### config.mk
export PLATFORM = sky130hd
export DESIGN_NAME = circle_rasterizer
export DESIGN_NICKNAME = d
export VERILOG_FILES = /design/src/crast_pkg.sv /design/src/circle_rasterizer.sv /design/src/crast_front.sv /design/src/crast_fifo.sv /design/src/crast_back.sv
export SDC_FILE = /design/constraint.sdc
export NUM_CORES = 1
export LEC_CHECK = 0
export ABC_AREA = 0
export BUFFER_PORTS_ARGS = -buffer_cell sky130_fd_sc_hd__buf_4
export CAP_MARGIN = 10
export CELL_PAD_IN_SITES_DETAIL_PLACEMENT = 1
export CELL_PAD_IN_SITES_GLOBAL_PLACEMENT = 2
export CORE_MARGIN = 10
export CORE_UTILIZATION = 42
export CTS_CLUSTER_SIZE = 25
export DETAILED_ROUTE_END_ITERATION = 6
export GPL_TIMING_DRIVEN = 0
export PLACE_DENSITY = 0.82
export SLEW_MARGIN = 20
export SYNTH_ARGS = -nofsm -noshare
export SYNTH_HDL_FRONTEND = slang
export SYNTH_HIERARCHICAL = 1
export SYNTH_SLANG_ARGS = --single-unit
### constraint.sdc
create_clock -name clk_i -period 7.3 [get_ports clk_i]
set_input_delay 1.46 -clock clk_i [delete_from_list [all_inputs] [get_ports clk_i]]
set_output_delay 1.46 -clock clk_i [all_outputs]
set_load 0.1 [all_outputs]
### src/crast_pkg.sv
package crast_pkg;

  // Coordinate and arithmetic widths
  localparam int CoordBits = 10;
  localparam int DecBits   = CoordBits + 4;
  localparam int PixBits   = CoordBits + 2;
  localparam int ScrBits   = 11;
  localparam int ColorBits = 24;
  localparam int CmpBits   = (PixBits > ScrBits + 1) ? PixBits : ScrBits + 1;

  // Command codes
  localparam logic OpStart = 1'b0;
  localparam logic OpStep  = 1'b1;

  // Configuration register indexes
  localparam logic CfgScreenWidth  = 1'b0;
  localparam logic CfgScreenHeight = 1'b1;

  // Reset values of the screen size
  localparam logic [ScrBits-1:0] ScreenWidthRst  = ScrBits'(512);
  localparam logic [ScrBits-1:0] ScreenHeightRst = ScrBits'(384);

  // One octant position, handed from the front end to the point emitter
  typedef struct packed {
    logic [CoordBits-1:0] cx;
    logic [CoordBits-1:0] cy;
    logic [CoordBits-1:0] ox;
    logic [CoordBits-1:0] oy;
    logic [ColorBits-1:0] color;
    logic                 done;
  } octant_t;

endpackage

### src/circle_rasterizer.sv
// The first point of a command passes through the queue, the working entry register and the output register.
// The result channel carries one point per cycle while the receiver is ready, eight
// points for each command that draws; a step past the end of the circle plots no point.
// A two-entry queue between command front end and point emitter sets the overlap.
// Reset (async, active low) clears the circle state to zero, empties the queue
// and sets the screen size to 512 by 384.
module circle_rasterizer (
  input  logic                                  clk_i,
  input  logic                                  rst_ni,
  input  logic                                  cfg_we_i,
  input  logic                                  cfg_idx_i,
  input  logic [crast_pkg::ScrBits-1:0]         cfg_wdata_i,
  input  logic                                  in_valid_i,
  output logic                                  in_ready_o,
  input  logic                                  opcode_i,
  input  logic [crast_pkg::CoordBits-1:0]       center_x_i,
  input  logic [crast_pkg::CoordBits-1:0]       center_y_i,
  input  logic [crast_pkg::CoordBits-1:0]       radius_i,
  input  logic [crast_pkg::ColorBits-1:0]       draw_color_i,
  output logic                                  out_valid_o,
  input  logic                                  out_ready_i,
  output logic signed [crast_pkg::PixBits-1:0]  pixel_x_o,
  output logic signed [crast_pkg::PixBits-1:0]  pixel_y_o,
  output logic [crast_pkg::ColorBits-1:0]       pixel_color_o,
  output logic                                  on_screen_o,
  output logic                                  last_of_step_o,
  output logic                                  circle_done_o
);
  import crast_pkg::*;

  logic [ScrBits-1:0] width_q, height_q;
  logic               q_full, q_valid, q_pop, push, in_xfer;
  octant_t            push_data, q_data;

  // Hold the screen size registers
  always_ff @(posedge clk_i or negedge rst_ni) begin
    if (!rst_ni) begin
      width_q  <= ScreenWidthRst;
      height_q <= ScreenHeightRst;
    end else if (cfg_we_i) begin
      unique case (cfg_idx_i)
        CfgScreenWidth:  width_q  <= cfg_wdata_i;
        CfgScreenHeight: height_q <= cfg_wdata_i;
        default:         width_q  <= width_q;
      endcase
    end
  end

  assign in_ready_o = !q_full;
  assign in_xfer    = in_valid_i && !q_full;

  crast_front u_front (
    .clk_i         (clk_i),
    .rst_ni        (rst_ni),
    .in_transfer_i (in_xfer),
    .opcode_i      (opcode_i),
    .center_x_i    (center_x_i),
    .center_y_i    (center_y_i),
    .radius_i      (radius_i),
    .draw_color_i  (draw_color_i),
    .push_o        (push),
    .push_data_o   (push_data)
  );

  crast_fifo u_fifo (
    .clk_i       (clk_i),
    .rst_ni      (rst_ni),
    .push_i      (push),
    .push_data_i (push_data),
    .full_o      (q_full),
    .pop_i       (q_pop),
    .valid_o     (q_valid),
    .pop_data_o  (q_data)
  );

  crast_back u_back (
    .clk_i           (clk_i),
    .rst_ni          (rst_ni),
    .q_valid_i       (q_valid),
    .q_data_i        (q_data),
    .q_pop_o         (q_pop),
    .screen_width_i  (width_q),
    .screen_height_i (height_q),
    .out_valid_o     (out_valid_o),
    .out_ready_i     (out_ready_i),
    .pixel_x_o       (pixel_x_o),
    .pixel_y_o       (pixel_y_o),
    .pixel_color_o   (pixel_color_o),
    .on_screen_o     (on_screen_o),
    .last_of_step_o  (last_of_step_o),
    .circle_done_o   (circle_done_o)
  );

endmodule

### src/crast_front.sv
module crast_front (
  input  logic                               clk_i,
  input  logic                               rst_ni,
  input  logic                               in_transfer_i,
  input  logic                               opcode_i,
  input  logic [crast_pkg::CoordBits-1:0]    center_x_i,
  input  logic [crast_pkg::CoordBits-1:0]    center_y_i,
  input  logic [crast_pkg::CoordBits-1:0]    radius_i,
  input  logic [crast_pkg::ColorBits-1:0]    draw_color_i,
  output logic                               push_o,
  output crast_pkg::octant_t                 push_data_o
);
  import crast_pkg::*;

  logic [CoordBits-1:0] cx_q, cx_d, cy_q, cy_d, ox_q, ox_d, oy_q, oy_d;
  logic [DecBits-1:0]   dec_q, dec_d;
  logic [ColorBits-1:0] color_q, color_d;
  logic                 emit;
  logic [DecBits-1:0]   x4, y4, r2, dec_step;

  assign x4 = {{(DecBits-CoordBits-2){1'b0}}, ox_q, 2'b00};
  assign y4 = {{(DecBits-CoordBits-2){1'b0}}, oy_q, 2'b00};
  assign r2 = {{(DecBits-CoordBits-1){1'b0}}, radius_i, 1'b0};
  // Pick the decision update by the sign of the current value
  assign dec_step = dec_q[DecBits-1] ? dec_q + x4 + DecBits'(6)
                                     : dec_q + x4 - y4 + DecBits'(10);

  // Classify the command and compute the next octant position
  always_comb begin
    cx_d    = cx_q;
    cy_d    = cy_q;
    ox_d    = ox_q;
    oy_d    = oy_q;
    dec_d   = dec_q;
    color_d = color_q;
    emit    = 1'b0;
    if (in_transfer_i) begin
      unique case (opcode_i)
        OpStart: begin
          cx_d    = center_x_i;
          cy_d    = center_y_i;
          color_d = draw_color_i;
          ox_d    = '0;
          oy_d    = radius_i;
          dec_d   = DecBits'(3) - r2;
          emit    = 1'b1;
        end
        OpStep: begin
          if (ox_q < oy_q) begin
            dec_d = dec_step;
            ox_d  = ox_q + CoordBits'(1);
            if (!dec_q[DecBits-1]) begin
              oy_d = oy_q - CoordBits'(1);
            end
            emit = 1'b1;
          end
        end
        default: emit = 1'b0;
      endcase
    end
  end

  assign push_o            = emit;
  assign push_data_o.cx    = cx_d;
  assign push_data_o.cy    = cy_d;
  assign push_data_o.ox    = ox_d;
  assign push_data_o.oy    = oy_d;
  assign push_data_o.color = color_d;
  assign push_data_o.done  = (ox_d >= oy_d);

  // Hold the circle state
  always_ff @(posedge clk_i or negedge rst_ni) begin
    if (!rst_ni) begin
      cx_q    <= '0;
      cy_q    <= '0;
      ox_q    <= '0;
      oy_q    <= '0;
      dec_q   <= '0;
      color_q <= '0;
    end else begin
      cx_q    <= cx_d;
      cy_q    <= cy_d;
      ox_q    <= ox_d;
      oy_q    <= oy_d;
      dec_q   <= dec_d;
      color_q <= color_d;
    end
  end

endmodule

### src/crast_fifo.sv
module crast_fifo (
  input  logic               clk_i,
  input  logic               rst_ni,
  input  logic               push_i,
  input  crast_pkg::octant_t push_data_i,
  output logic               full_o,
  input  logic               pop_i,
  output logic               valid_o,
  output crast_pkg::octant_t pop_data_o
);
  import crast_pkg::*;

  octant_t    mem_q [2];
  logic       wptr_q, wptr_d, rptr_q, rptr_d;
  logic [1:0] cnt_q, cnt_d;

  assign full_o     = (cnt_q == 2'd2);
  assign valid_o    = (cnt_q != 2'd0);
  assign pop_data_o = mem_q[rptr_q];

  // Advance pointers and count
  always_comb begin
    wptr_d = push_i ? ~wptr_q : wptr_q;
    rptr_d = pop_i ? ~rptr_q : rptr_q;
    cnt_d  = cnt_q + {1'b0, push_i} - {1'b0, pop_i};
  end

  always_ff @(posedge clk_i or negedge rst_ni) begin
    if (!rst_ni) begin
      wptr_q <= 1'b0;
      rptr_q <= 1'b0;
      cnt_q  <= '0;
    end else begin
      wptr_q <= wptr_d;
      rptr_q <= rptr_d;
      cnt_q  <= cnt_d;
    end
  end

  // Store entries
  always_ff @(posedge clk_i) begin
    if (push_i) begin
      mem_q[wptr_q] <= push_data_i;
    end
  end

endmodule

### src/crast_back.sv
module crast_back (
  input  logic                                  clk_i,
  input  logic                                  rst_ni,
  input  logic                                  q_valid_i,
  input  crast_pkg::octant_t                    q_data_i,
  output logic                                  q_pop_o,
  input  logic [crast_pkg::ScrBits-1:0]         screen_width_i,
  input  logic [crast_pkg::ScrBits-1:0]         screen_height_i,
  output logic                                  out_valid_o,
  input  logic                                  out_ready_i,
  output logic signed [crast_pkg::PixBits-1:0]  pixel_x_o,
  output logic signed [crast_pkg::PixBits-1:0]  pixel_y_o,
  output logic [crast_pkg::ColorBits-1:0]       pixel_color_o,
  output logic                                  on_screen_o,
  output logic                                  last_of_step_o,
  output logic                                  circle_done_o
);
  import crast_pkg::*;

  octant_t              cur_q;
  logic                 busy_q, busy_d;
  logic [2:0]           k_q, k_d;
  logic                 ovalid_q, ovalid_d;
  logic                 load_out, pop;
  logic [CoordBits-1:0] a, b;
  logic [PixBits-1:0]   cx_e, cy_e, a_e, b_e, px, py;
  logic                 vis;
  logic [PixBits-1:0]   px_q, py_q;
  logic [ColorBits-1:0] color_q;
  logic                 vis_q, last_q, done_q;

  assign load_out = busy_q && (!ovalid_q || out_ready_i);
  assign pop      = q_valid_i && (!busy_q || (load_out && (k_q == 3'd7)));
  assign q_pop_o  = pop;

  // Form the point for the current symmetry index
  always_comb begin
    a    = k_q[2] ? cur_q.oy : cur_q.ox;
    b    = k_q[2] ? cur_q.ox : cur_q.oy;
    cx_e = {2'b00, cur_q.cx};
    cy_e = {2'b00, cur_q.cy};
    a_e  = {2'b00, a};
    b_e  = {2'b00, b};
    px   = k_q[0] ? cx_e - a_e : cx_e + a_e;
    py   = k_q[1] ? cy_e - b_e : cy_e + b_e;
    vis  = !px[PixBits-1] && !py[PixBits-1] &&
           (CmpBits'(px[PixBits-2:0]) < CmpBits'(screen_width_i)) &&
           (CmpBits'(py[PixBits-2:0]) < CmpBits'(screen_height_i));
  end

  // Sequence the eight points of each entry
  always_comb begin
    busy_d   = busy_q;
    k_d      = k_q;
    ovalid_d = ovalid_q;
    if (load_out) begin
      ovalid_d = 1'b1;
      k_d      = k_q + 3'd1;
      if (k_q == 3'd7) begin
        busy_d = 1'b0;
      end
    end else if (out_ready_i) begin
      ovalid_d = 1'b0;
    end
    if (pop) begin
      busy_d = 1'b1;
      k_d    = '0;
    end
  end

  always_ff @(posedge clk_i or negedge rst_ni) begin
    if (!rst_ni) begin
      busy_q   <= 1'b0;
      k_q      <= '0;
      ovalid_q <= 1'b0;
    end else begin
      busy_q   <= busy_d;
      k_q      <= k_d;
      ovalid_q <= ovalid_d;
    end
  end

  // Latch the working entry and the output register
  always_ff @(posedge clk_i) begin
    if (pop) begin
      cur_q <= q_data_i;
    end
    if (load_out) begin
      px_q    <= px;
      py_q    <= py;
      color_q <= cur_q.color;
      vis_q   <= vis;
      last_q  <= (k_q == 3'd7);
      done_q  <= cur_q.done;
    end
  end

  assign out_valid_o    = ovalid_q;
  assign pixel_x_o      = px_q;
  assign pixel_y_o      = py_q;
  assign pixel_color_o  = color_q;
  assign on_screen_o    = vis_q;
  assign last_of_step_o = last_q;
  assign circle_done_o  = done_q;

endmodule

# Word-level counts from Yosys, hierarchy flattened
# Memories as Yosys holds them, arrays and structs flattened. A register that Yosys moved wholly into a read port is not among the register bits.
# Cells that the tools add are included.
# totals
register_bits,160
mem_bits_rw,130
input_bits,72
wordCells,100
memories,1
# mem_list
memory,words,word_bits,read_ports,rd_ports_with_merged_regs,wr,line,text
u_fifo.mem_q,2,65,1,1,1,crast_fifo.sv:13,octant_t mem_q [2];
# classes
add_sub_neg,14
order_cmp,4
eq_ne,3
mux,32
bitwise_logic,4
reduce_logical,22
# ops
cell,n
two-way mux 10 bit,11
two-way mux 24 bit,2
one-hot mux 10 bit (2 select lines),2
two-way mux 14 bit,2
one-hot mux 14 bit (2 select lines),1
two-way mux 12 bit,2
adder 10 x 10 -> 11 bit,2
less-than comparator 11 bit,2
subtractor 10 x 10 -> 11 bit,2
adder 14 x 12 -> 14 bit,1
"adder 14 x 3 -> 14 bit, second input constant",1
"adder 14 x 4 -> 14 bit, second input constant",1
subtractor 14 x 12 -> 14 bit,1
"subtractor 2 x 11 -> 12 bit, first input constant",1
"adder 10 x 1 -> 10 bit, second input constant",1
greater-or-equal comparator 10 bit,1
less-than comparator 10 bit,1
"subtractor 10 x 1 -> 10 bit, second input constant",1
two-way mux 1 bit,9
AND reduction 2 bit,4
nonzero test 2 bit,4
logical AND 1 bit,7
two-way mux 3 bit,2
zero test 1 bit,5
9 further kinds,13

# Logic depth before layout (Yosys ltp)
# Gate-level depths: netlist (run 1).
# logic_depth
depth_word,8
depth_mapped,20

# Cells and area by module
# The synthesis (run 1) kept the hierarchy.
# modules_own_cells
module,n_inst,cells_each,area_each_um2,seq_area_each_um2
crast_back,1,473,6222.2,3608.5
crast_front,1,658,5430.2,1926.8
crast_fifo,1,217,5051.1,4003.8
circle_rasterizer,1,50,889.6,554.3

# Worst setup path after synthesis (run 1)
# Ideal clock, no wire load.
# synth_path
kind,input to register
start,input port in_valid_i
end,"memory u_fifo/mem_q[0][0] (netlist bit), enable pin"
arrival_ns,5.572
t_required_ns,6.804
path_slack_ns,1.232
stages,7
cell_sequence,nor2b_1 -> buf_6 -> clkinv_1 -> a21oi_1 -> buf_2 -> buf_2 -> nor2b_1
# synth_between
elab_chain_cells,4
# synth_rtl
item,line,text
from (decl),circle_rasterizer.sv:13,"input logic in_valid_i,"
logical AND 1 bit,circle_rasterizer.sv:50,assign in_xfer = in_valid_i && !q_full;
two-way mux 1 bit,crast_front.sv:37,if (in_transfer_i) begin
named net push,circle_rasterizer.sv:32,"logic q_full, q_valid, q_pop, push, in_xfer;"
two-way mux 1 bit,crast_fifo.sv:42,if (push_i) begin
two-way mux 1 bit (not written as such),crast_fifo.sv:43,mem_q[wptr_q] <= push_data_i;
to (decl),crast_fifo.sv:13,
# The timed path passes the listed nets, and every way through them passes these cells.

==> results of run 1 <==
## registers in the layout (all words and copies together) (netlist names), 2 cells and up
signal / cells
height_q: 11
u_back/cur_q: 65
u_back/k_q: 3
u_back/pixel_color_o: 24
u_back/pixel_x_o: 12
u_back/pixel_y_o: 12
u_fifo/cnt_q: 2
u_fifo/mem_q: 130
u_front/color_q: 24
u_front/cx_q: 10
u_front/cy_q: 10
u_front/dec_q: 13
u_front/ox_q: 10
u_front/oy_q: 10
width_q: 11
## power breakdown
group | internal [mW] | switching, mW
clock network | 1.25 | 0.807
registers | 2.93 | 0.250
logic | 1.66 | 2.79
## synth_stat cells, drive strengths merged, types with 4 or more instances
library cell	count	area [um^2]
a211oi	12	95.1
a21o	19	143
a21oi	64	335
a221o	5	50.1
a221oi	9	91.3
a31oi	12	75.1
and3	4	25.0
buf	19	155
clkbuf	20	75.1
dfrtp	105	2630
edfxtp	246	7390
fa	5	100
ha	122	1530
inv	90	338
mux2	92	1220
mux2i	26	260
nand2	185	694
nand2b	15	93.8
nand3	26	130
nand4	5	31.3
nor2	68	260
nor2b	18	120
nor3	24	141
nor3b	4	30.0
nor4	4	31.3
o211ai	7	57.6
o21a	7	52.6
o21ai	56	284
o21bai	5	37.5
o22ai	5	31.3
or3	8	50.1
xnor2	35	307
xor2	26	228
## cell type report
cell class	instances	area (um^2)	area share, %
Sequential cell	354	10100	48.7
Timing Repair Buffer	130	1070	5.18
Clock buffer	52	1140	5.48
Buffer	39	230	1.11
Clock inverter	20	234	1.13
Inverter	92	348	1.68
Tap cell	532	666	3.21
Multi-Input combinational cell	913	6940	33.5
## critical path, cell delays in order, from the launching register on
cell and delay [ns]:
sky130_fd_sc_hd__dfrtp_1 0.32, sky130_fd_sc_hd__clkbuf_1 0.31, sky130_fd_sc_hd__inv_1 0.19, sky130_fd_sc_hd__ha_1 0.32, sky130_fd_sc_hd__o21ai_1 0.06, sky130_fd_sc_hd__nand2b_1 0.09, sky130_fd_sc_hd__nand4_1 0.16, sky130_fd_sc_hd__o21ai_0 0.55
sky130_fd_sc_hd__a21oi_1 0.29, sky130_fd_sc_hd__buf_2 0.27, sky130_fd_sc_hd__buf_2 0.26, sky130_fd_sc_hd__o21ai_0 0.49, sky130_fd_sc_hd__ha_1 0.33, sky130_fd_sc_hd__a21o_1 0.16, sky130_fd_sc_hd__a21o_1 0.19, sky130_fd_sc_hd__a21o_1 0.18
sky130_fd_sc_hd__a21o_1 0.17, sky130_fd_sc_hd__a21o_1 0.18, sky130_fd_sc_hd__a211oi_1 0.28, sky130_fd_sc_hd__o21ai_0 0.19
## per-layer routing
metal	wire length (um)	global-route usage [%]
met3	1220	2.39
met1	18600	20.7
met5	0	0
met2	23700	33.0
met4	911	4.54
## final timing paths
kind                                  start                  endpoint  slack [ns]
min in group asynchronous            rst_ni                width_q[7]        0.78
max reg2reg                 u_front/oy_q[4]        u_fifo/mem_q[1][0]        2.04
min                        u_back/cur_q[12]  u_back/pixel_color_o[11]        0.41
min reg2reg                u_back/cur_q[12]  u_back/pixel_color_o[11]        0.41
max in group asynchronous            rst_ni           u_front/cx_q[5]        5.78
max                         u_front/oy_q[4]        u_fifo/mem_q[1][0]        2.04
## layout by cell type, fill, tap and decap left out, drive strengths merged, types with 8 or more instances in the layout
master / synthesis / final
ha: 122 / 122
nor3: 24 / 24
nor2: 68 / 68
a21oi: 64 / 64
o21ai: 56 / 56
a221oi: 9 / 9
mux2: 92 / 92
clkbuf: 20 / 72
a21o: 19 / 19
inv: 90 / 93
nand3: 26 / 26
a211oi: 12 / 12
nor2b: 18 / 18
nand2: 185 / 185
nand2b: 15 / 15
xnor2: 35 / 35
or3: 8 / 8
a31oi: 12 / 12
edfxtp: 246 / 246
dfrtp: 105 / 105
mux2i: 26 / 26
clkinv: 2 / 13
xor2: 26 / 26
buf: 19 / 149
## kinds of logic (layout without fill, tap and decap cells)
kind of cell | after synthesis | in the layout | share of synthesized area (%)
simple gates | 375 | 375 | 9.77
flops | 354 | 354 | 57.4
compound gates | 231 | 231 | 8.73
buf+inv | 131 | 333 | 3.27
fa+ha+maj | 127 | 127 | 9.25
mux | 118 | 118 | 8.43
xor+xnor | 62 | 62 | 3.17
## through the flow
stage | hold WS [ns] | cell area [um^2]
final | 0.414 | 20700
after CTS | 0.420 | 20700
after floorplan | 0.400 | 17600
after detailed placement | 0.406 | 19300
after global routing | 0.419 | 20700
after global placement | 0.400 | 19200
==> qor.yml, run 1 <==
status: "finished, final reports clean"
n_fill_cell: 4282
finalWirelength_um: 44400
worst_ep_required_time_ns: 7.57
worst_slack_ns: 2.04
synth_edf_count: 246
synth_warnings: 6
num_vias: 11216
r2r_cells: 19
floorplan.initialDensity_pct: 42.8
ys_seq_elements: 354
final-hold-violation-count: 0
async_reset_ff_share_pct: 30.5
clock_path_buffers: 3
tritoncts: "done"
synth_nets: 1597
crit_path_end_kind: "register"
power_mw: 9.69
vias_per_cell: 5.26
design.portCount: 125
die_w_um: 225
largest_net_degree_at_the_start_of_global_routing: 80
drc_violation_total_after_the_first_tritonroute_iteration: 664
worst_pin_slew_ns: 0.961
post_cts_buffers: 0
dp.cells: 2060
post-route-drc-count: 0
finalWorstPathRequiredPeriod_ns: 5.26
clkLatencyLatePin_ns: 0.54
place.detailed.hpwl_um: 33100
post_synth_num_cell_types: 80
netlist_area_mm2: 0.0176
io_buffer_count: 124
hold_crit_path_type: "reg2reg"
final_nets: 1768
crit_fanout: 13
finalSetupTns_ns: 0
die_h_um: 225
instances_no_fill: 2132
cap_viol_max_count: 0
fp.dieArea_mm2: 0.0505
initial_antenna_violation_count: 0
post_route_cells_drive_above_1_share_pct: 21.1
dr.pass1.iters: 4
max-vdd-ir-drop_uv: 402
finalClockSkew_ns: 0.0246
grt_setup_unrepaired: "false"
synth_cells: 1398
worst_setup_hold_path_clk_slew_ns: 0.06
preCtsSetupSlack_ns: 1.62
cts-resized-gates: 0
category_of_the_most_critical_setup_path: "reg2reg"
grt_first_pass_wirelength_um: 69900
slew_headroom_pct: 35.9
whs_path_depth: 0
first_global_vias: 12436
arrival_ns: 5.53
design.core.area_mm2: 0.0411
syn_to_layout_area_delta_pct: 17.8
leak_nw: 8.82
post_synth.cell_area_avg_um2: 12.6
synth_ff_type: "sky130_fd_sc_hd__edfxtp_1"
grt_overflow_total: 0
placement_rows: 74
final_gp_congestion: 0.843
cts-htree-levels: 2
antenna_left: 0
clock-root-buffer: "sky130_fd_sc_hd__clkbuf_16"
cts_num_sinks: 354
utilization_pct: 50.4
worstSetupStartpointType: "register"
timing.final.setup_violations: 0
power_density_mw_per_mm2: 468
clock.fmax_mhz: 190
final_max_slew_viol_count: 0
postCtsHoldBufs: 0
synth-seq-area-share_pct: 57.4
n_antenna_cell: 0
gr-usage-all-layers_pct: 17.6
routed_wire_length_per_instance_um: 20.8
period_share_pct: 72.1
cts_buffers: 39
(Power assumes the default switching activity.)
==> inputs of run 2 (changes only) <==
- CORE_UTILIZATION: 42 -> 38
- PLACE_DENSITY: 0.82 -> 0.78
- clock period: 7.3 -> 4.65 ns (I/O delays scaled with it)
==> run 2 against run 1 <==
Compared with the run above: combinational power increased by 59%; power is 57% higher; fmax grew 21%; critical path type unchanged; critical endpoint is now u_fifo/mem_q[0][0]; largest power group unchanged.
==> qor.yml, run 2 (synthesis gave the netlist of run 1 again) <==
fp.dieArea_mm2: 0.0553  # +9.6%
power.share.sequential_pct: 32.9  # about the same
power_density_mw_per_mm2: 730  # +56%
period_share_pct: 93.6  # +22 points
post-route-drc-count: 0  # unchanged
syn_to_layout_area_delta_pct: 18.3
clock.fmax_mhz: 230  # +21%
leak_nw: 8.81  # -0.15%
dr.pass1.iters: 5  # +1
pwr-share-clk_pct: 20.5  # -0.7 points
final-hold-violation-count: 0  # unchanged
regToRegSetupSlack_ns: 0.30  # -1.74 ns
clock_path_buffers: 3  # unchanged
post_route_cells_drive_above_1_share_pct: 21.4  # +0.29 points
place_area_mm2: 0.0194  # +0.44%
worst_setup_hold_path_clk_slew_ns: 0.06  # about the same
p_sw_mw: 6.10  # +58%
worst_pin_slew_ns: 0.915  # -0.0458 ns
die_w_um: 235  # +4.7%
grt_first_pass_wirelength_um: 70800  # +1.3%
worstSetupStartpointType: "register"
cts_num_sinks: 354  # unchanged
crit_fanout: 13  # unchanged
largest_net_degree_at_the_start_of_global_routing: 84  # +5.0%
r2r_cells: 18  # -1
cts_buffers: 39  # unchanged
finalClockSkew_ns: 0.0158  # -0.00872 ns
initial_antenna_violation_count: 1  # +1
arrival_ns: 4.63  # -0.90 ns
regMostFlops: "u_fifo/mem_q"
sw_frac_of_total_pct: 40.1  # +0.40 points
num_vias: 11317  # +0.90%
floorplan.initialDensity_pct: 38.6  # -4.2 points
p_comb_share_pct: 46.6  # +0.6 points
finalWorstPathRequiredPeriod_ns: 4.35  # -0.909 ns
grt_overflow_total: 0  # unchanged
p_int_mw: 9.10  # +56%
final_max_slew_viol_count: 0  # unchanged
antenna_left: 0  # unchanged
die_h_um: 235  # +4.7%
slew_headroom_pct: 38.4  # +2.5 points
layout_top_registers: "u_fifo/mem_q: 130 flops, u_back/cur_q: 65 flops"
cap_viol_max_count: 0  # unchanged
category_of_the_most_critical_setup_path: "reg2reg"
timing.final.setup_violations: 0  # unchanged
largest_register_ffs: 130  # unchanged
hold_crit_path_type: "in2async"
cts-htree-levels: 2  # unchanged
final_gp_congestion: 0.839  # -0.44%
finalSetupTns_ns: 0  # unchanged
crit_path_end_kind: "register"
r2r_start: "u_front/oy_q[4]"
design.portCount: 125  # unchanged
placement_rows: 78  # +5.4%
worstReg2RegEnd: "u_fifo/mem_q[0][0]"
tritoncts: "done"
n_fill_cell: 4730  # +10%
vias_per_cell: 5.14  # -2.4%
final_nets: 1770  # +0.11%
first_global_vias: 12658  # +1.8%
design.core.area_mm2: 0.0456  # +11%
io_buffer_count: 124  # unchanged
grt_setup_unrepaired: "false"
worst_ep_required_time_ns: 4.93  # -2.64 ns
max-vdd-ir-drop_uv: 549  # +37%
status: "finished, final reports clean"
most_common_cell_after_layout_fill_and_taps_aside: "sky130_fd_sc_hd__edfxtp_1"
final_design_area_no_fill_mm2: 0.0208  # +0.48%
clock-root-buffer: "sky130_fd_sc_hd__clkbuf_16"
power_mw: 15.2  # +57%
place.detailed.hpwl_um: 33700  # +1.9%
finalWirelength_um: 45200  # +1.7%
routed_wire_length_per_instance_um: 20.5  # -1.6%
clkLatencyLatePin_ns: 0.56  # +0.02 ns
postCtsHoldBufs: 0  # unchanged
drc_violation_total_after_the_first_tritonroute_iteration: 598  # -9.9%
gr-usage-all-layers_pct: 16.1  # -1.5 points
mostFrequentLayoutCells: "sky130_fd_sc_hd__edfxtp_1, sky130_fd_sc_hd__nand2_1, sky130_fd_sc_hd__buf_4"
## run 2: how the worst max path moves through the flow
stage	startpoint	endpoint	slack, ns	depth (start not counted)
after floorplan	u_front/oy_q[4]	u_fifo/mem_q[0][0]	0.28	10
after global placement	u_front/oy_q[4]	u_fifo/mem_q[0][9]	-1.62	10
after detailed placement	u_front/oy_q[4]	u_fifo/mem_q[0][0]	-0.54	18
after CTS	u_front/oy_q[5]	u_fifo/mem_q[0][0]	0.03	17
after global routing	u_front/oy_q[4]	u_fifo/mem_q[0][0]	0.01	19
final	u_front/oy_q[4]	u_fifo/mem_q[0][0]	0.30	18
## run 2: metrics by stage
stage | cells | hold WS [ns] | worst slack [ns] | util (%)
floorplan | 1398 | 0.400 | 0.277 | -
global placement | 2122 | 0.403 | -1.62 | 42.3
detailed placement | 2128 | 0.405 | -0.541 | 42.6
CTS | 2199 | 0.210 | 0.0344 | 45.5
global route | 2203 | 0.209 | 0.0116 | 45.7
finish | 2203 | 0.224 | 0.297 | 45.7
## run 2: power by group through the flow
| stage | Combinational (mW) | Sequential [mW] | Clock [mW] |
|---|---|---|---|
| after floorplan | 4.38 | 5.85 | 0 |
| after global placement | 6.75 | 5.03 | 0 |
| after detailed placement | 7.07 | 5.04 | 0 |
| after CTS | 7.10 | 5.00 | 3.19 |
| after global routing | 7.79 | 5.09 | 3.34 |
| final | 7.08 | 5.00 | 3.12 |
## run 2: repair_timing
action / 4_1_cts / 5_1_grt
setup buffers: 0 / 3
gates resized for setup: 6 / 14
endpoints found under the setup margin: 3 / 3
pin swaps: 0 / 2
## run 2: final cells by class
class                           instances  area, um^2  area share, %
Antenna cell                            1        2.50         0.0120
Buffer                                 38         240           1.15
Clock buffer                           51        1060           5.10
Clock inverter                         21         228           1.09
Inverter                               92         348           1.67
Multi-Input combinational cell        913        7000           33.6
Sequential cell                       354       10100           48.5
Tap cell                              600         751           3.61
Timing Repair Buffer                  133        1100           5.27
## run 2: worst max-delay path, stage by stage (launching register included)
cell                       delay (ns)
sky130_fd_sc_hd__dfrtp_1         0.53
sky130_fd_sc_hd__inv_1           0.17
sky130_fd_sc_hd__ha_1            0.31
sky130_fd_sc_hd__o21ai_1         0.05
sky130_fd_sc_hd__nand2b_1        0.08
sky130_fd_sc_hd__nand4_1         0.17
sky130_fd_sc_hd__o21ai_2         0.32
sky130_fd_sc_hd__a21oi_4         0.12
sky130_fd_sc_hd__clkbuf_4        0.22
sky130_fd_sc_hd__buf_6           0.18
sky130_fd_sc_hd__o21ai_1         0.28
sky130_fd_sc_hd__ha_1            0.29
sky130_fd_sc_hd__a21o_1          0.16
sky130_fd_sc_hd__a21o_1          0.18
sky130_fd_sc_hd__a21o_1          0.18
sky130_fd_sc_hd__a21o_1          0.18
sky130_fd_sc_hd__a21o_1          0.18
sky130_fd_sc_hd__a211oi_1        0.28
sky130_fd_sc_hd__o21ai_0         0.18
## run 2: per-layer routing
metal / vias to the layer above / track usage, % / part of all wire, %
li1: 5397 / - / -
met5: - / 0 / 0
met2: 155 / 30.0 / 53
met3: 61 / 2.45 / 2.4
met1: 5704 / 18.5 / 42
met4: 0 / 4.48 / 2.3
==> inputs of run 3 (changes only) <==
- CORE_UTILIZATION: 38 -> 42
- PLACE_DENSITY: 0.78 -> 0.82
- clock period: 4.65 -> 4.19 ns (I/O delays scaled with it)
==> run 3 against run 2 <==
Compared with the run above: flip-flop and latch count did not move; first-iteration DRC count fell by 1.7%; worst setup slack got worse by 0.13 ns; combinational power rose by 14%; worst hold slack got worse by 0.028 ns; register-to-register slack got worse by 0.13 ns; critical path type unchanged; largest power group unchanged.
==> qor.yml, run 3 (synthesis gave the netlist of run 1 again) <==
mostFrequentLayoutCells: "sky130_fd_sc_hd__edfxtp_1, sky130_fd_sc_hd__nand2_1, sky130_fd_sc_hd__buf_4"
p_sw_mw: 6.84  # +12%
number_of_stages_on_the_worst_setup_path: 18  # unchanged
place_area_mm2: 0.0193  # -0.44%
ff_latch_area_mm2: 0.0101  # about the same
arrival_ns: 4.31  # -0.32 ns
largest_net_degree_at_the_start_of_global_routing: 66  # -21%
num_vias: 11376  # +0.52%
crit_path_cell_trace: "ha_1 -> o21ai_1 -> nand2b_1 -> nand4_1 -> o21ai_4 -> nor2_4 -> nand2_2 -> o22ai_2 -> a22oi_2 -> ha_1 -> nand2b_1 -> a21o_1 -> a21o_1 -> a21o_1 -> a21o_1 -> a21o_1 -> a211oi_2 -> o21ai_1"
grt_setup_unrepaired: "true"
floorplan.initialDensity_pct: 42.8  # +4.2 points
critical_path.max_stage_delay_ns: 0.47  # -0.06 ns
worstReg2RegEnd: "u_fifo/mem_q[1][0]"
max-vdd-ir-drop_uv: 542  # -1.3%
cts_num_sinks: 354  # unchanged
io_buffer_count: 124  # unchanged
die_w_um: 225  # -4.5%
place.detailed.hpwl_um: 33100  # -2.0%
cap_viol_max_count: 0  # unchanged
worst_setup_hold_path_clk_slew_ns: 0.06  # about the same
cts_buffers: 39  # unchanged
tritoncts: "done"
post_route_cells_drive_above_1_share_pct: 24.0  # +2.6 points
fp.dieArea_mm2: 0.0505  # -8.7%
final_max_slew_viol_count: 0  # unchanged
grt_first_pass_wirelength_um: 70000  # -1.1%
grt_overflow_total: 0  # unchanged
crit_path_top_delay_cell: "sky130_fd_sc_hd__dfrtp_1"
clock.fmax_mhz: 248  # +8.2%
regToRegSetupSlack_ns: 0.17  # -0.13 ns
worst_pin_slew_ns: 0.885  # -0.0298 ns
postCtsHoldBufs: 0  # unchanged
utilization_pct: 51.4  # +5.8 points
r2r_cells: 18  # unchanged
dr.pass1.iters: 5  # unchanged
routed_wire_length_per_instance_um: 20.8  # +1.4%
slew_headroom_pct: 40.4  # +2.0 points
period_share_pct: 96.1  # +2.4 points
crit_path_end_kind: "register"
p_int_mw: 10.5  # +15%
regMostFlops: "u_fifo/mem_q"
power_density_mw_per_mm2: 818  # +12%
finalSetupTns_ns: 0  # unchanged
design.core.area_mm2: 0.0411  # -9.8%
leak_nw: 8.99  # +2.1%
r2r_start: "u_front/ox_q[5]"
final_gp_congestion: 0.861  # +2.6%
worst_path_dominant_cell_family: "compound AO/OA/AOI/OAI gates"
multi_input_area_mm2: 0.00712  # +1.8%
cts-htree-levels: 2  # unchanged
crit_fanout: 6  # -7
power_mw: 17.3  # +14%
n_fill_cell: 4223  # -11%
timing.final.setup_violations: 0  # unchanged
dp.cells: 2060  # -3.2%
critical_path.n_buffers_inverters: 0  # -3
vias_per_cell: 5.28  # +2.8%
finalWirelength_um: 44800  # -0.85%
first_global_vias: 12406  # -2.0%
pwr-share-clk_pct: 21.1  # +0.6 points
antenna_left: 0  # unchanged
die_h_um: 225  # -4.5%
final_design_area_no_fill_mm2: 0.0211  # +1.6%
timing.critical_path.from: "u_front/ox_q[5]"
n_antenna_cell: 0  # -1
clock-root-buffer: "sky130_fd_sc_hd__clkbuf_16"
largest_register_ffs: 130  # unchanged
drc_violation_total_after_the_first_tritonroute_iteration: 588  # -1.7%
endpoint: "u_fifo/mem_q[1][0]"
initial_antenna_violation_count: 0  # -1
status: "finished, final reports clean"
finalWorstPathRequiredPeriod_ns: 4.02  # -0.328 ns
worstSetupStartpointType: "register"
post-route-drc-count: 0  # unchanged
final_nets: 1790  # +1.1%
most_common_cell_after_layout_fill_and_taps_aside: "sky130_fd_sc_hd__edfxtp_1"
final-hold-violation-count: 0  # unchanged
placement_rows: 74  # -5.1%
worst_ep_required_time_ns: 4.47  # -0.46 ns
syn_to_layout_area_delta_pct: 20.2
top_cell_by_count_worst_path: "sky130_fd_sc_hd__a21o_1"
hold_crit_path_type: "in2async"
instances_no_fill: 2154  # -2.2%
category_of_the_most_critical_setup_path: "reg2reg"
finalClockSkew_ns: 0.0280  # +0.0121 ns
layout_top_registers: "u_fifo/mem_q: 130 flops, u_back/cur_q: 65 flops"
power.share.sequential_pct: 32.1  # -0.8 points
clkLatencyLatePin_ns: 0.54  # -0.02 ns
gr-usage-all-layers_pct: 17.6  # +1.5 points
p_comb_share_pct: 46.8  # +0.2 points
clock_path_buffers: 3  # unchanged
design.portCount: 125  # unchanged
sw_frac_of_total_pct: 39.6  # -0.57 points
run 3: worst min-delay path by stage:
stage / end / slack [ns] / cells past startpoint
global route: height_q[10] / 0.21 / 1
global placement: u_back/pixel_color_o[7] / 0.40 / 0
detailed placement: u_back/pixel_color_o[9] / 0.41 / 0
CTS: height_q[10] / 0.20 / 1
finish: height_q[10] / 0.20 / 1
floorplan: u_back/circle_done_o / 0.40 / 0
run 3: layout make-up:
class / instances / area share (%)
flip-flops and latches: 354 / 47.7
repair buffers: 153 / 6.03
multi-input cells: 913 / 33.7
inverters: 92 / 1.65
plain buffers: 38 / 1.22
clock inverters: 22 / 1.37
clock buffers: 50 / 5.15
well taps: 532 / 3.15
run 3: through the flow:
step | worst slack (ns) | hold slack [ns]
after floorplan | 0.174 | 0.400
after global placement | -1.02 | 0.400
after detailed placement | -1.04 | 0.406
after CTS | 0.0191 | 0.202
after global routing | -0.0630 | 0.212
final | 0.165 | 0.196
run 3: metal layers:
metal	global-route usage, %	vias to the layer above	wire, um	share of wire [%]
li1	-	5434	-	-
met1	21.0	5724	18800	42
met2	32.1	157	23500	52
met3	2.62	61	1420	3.2
met4	5.26	0	1040	2.3
met5	0	-	0	0
run 3: power by group through the flow:
stage / Sequential (mW) / Clock (mW) / Combinational [mW]
6_report: 5.55 / 3.65 / 8.09
5_1_grt: 5.65 / 3.86 / 8.95
4_1_cts: 5.57 / 3.73 / 7.93
3_5_place_dp: 5.60 / 0 / 7.80
3_3_place_gp: 5.56 / 0 / 7.47
2_1_floorplan: 6.48 / 0 / 4.87
run 3: what timing repair did:
action | 4_1_cts | 5_1_grt
buffers inserted | 2 | 20
pin swaps | 4 | 8
gates resized for setup | 38 | 19
endpoints found under the hold margin | 0 | 0
gates cloned | 0 | 1
endpoints found under the setup margin | 79 | 7
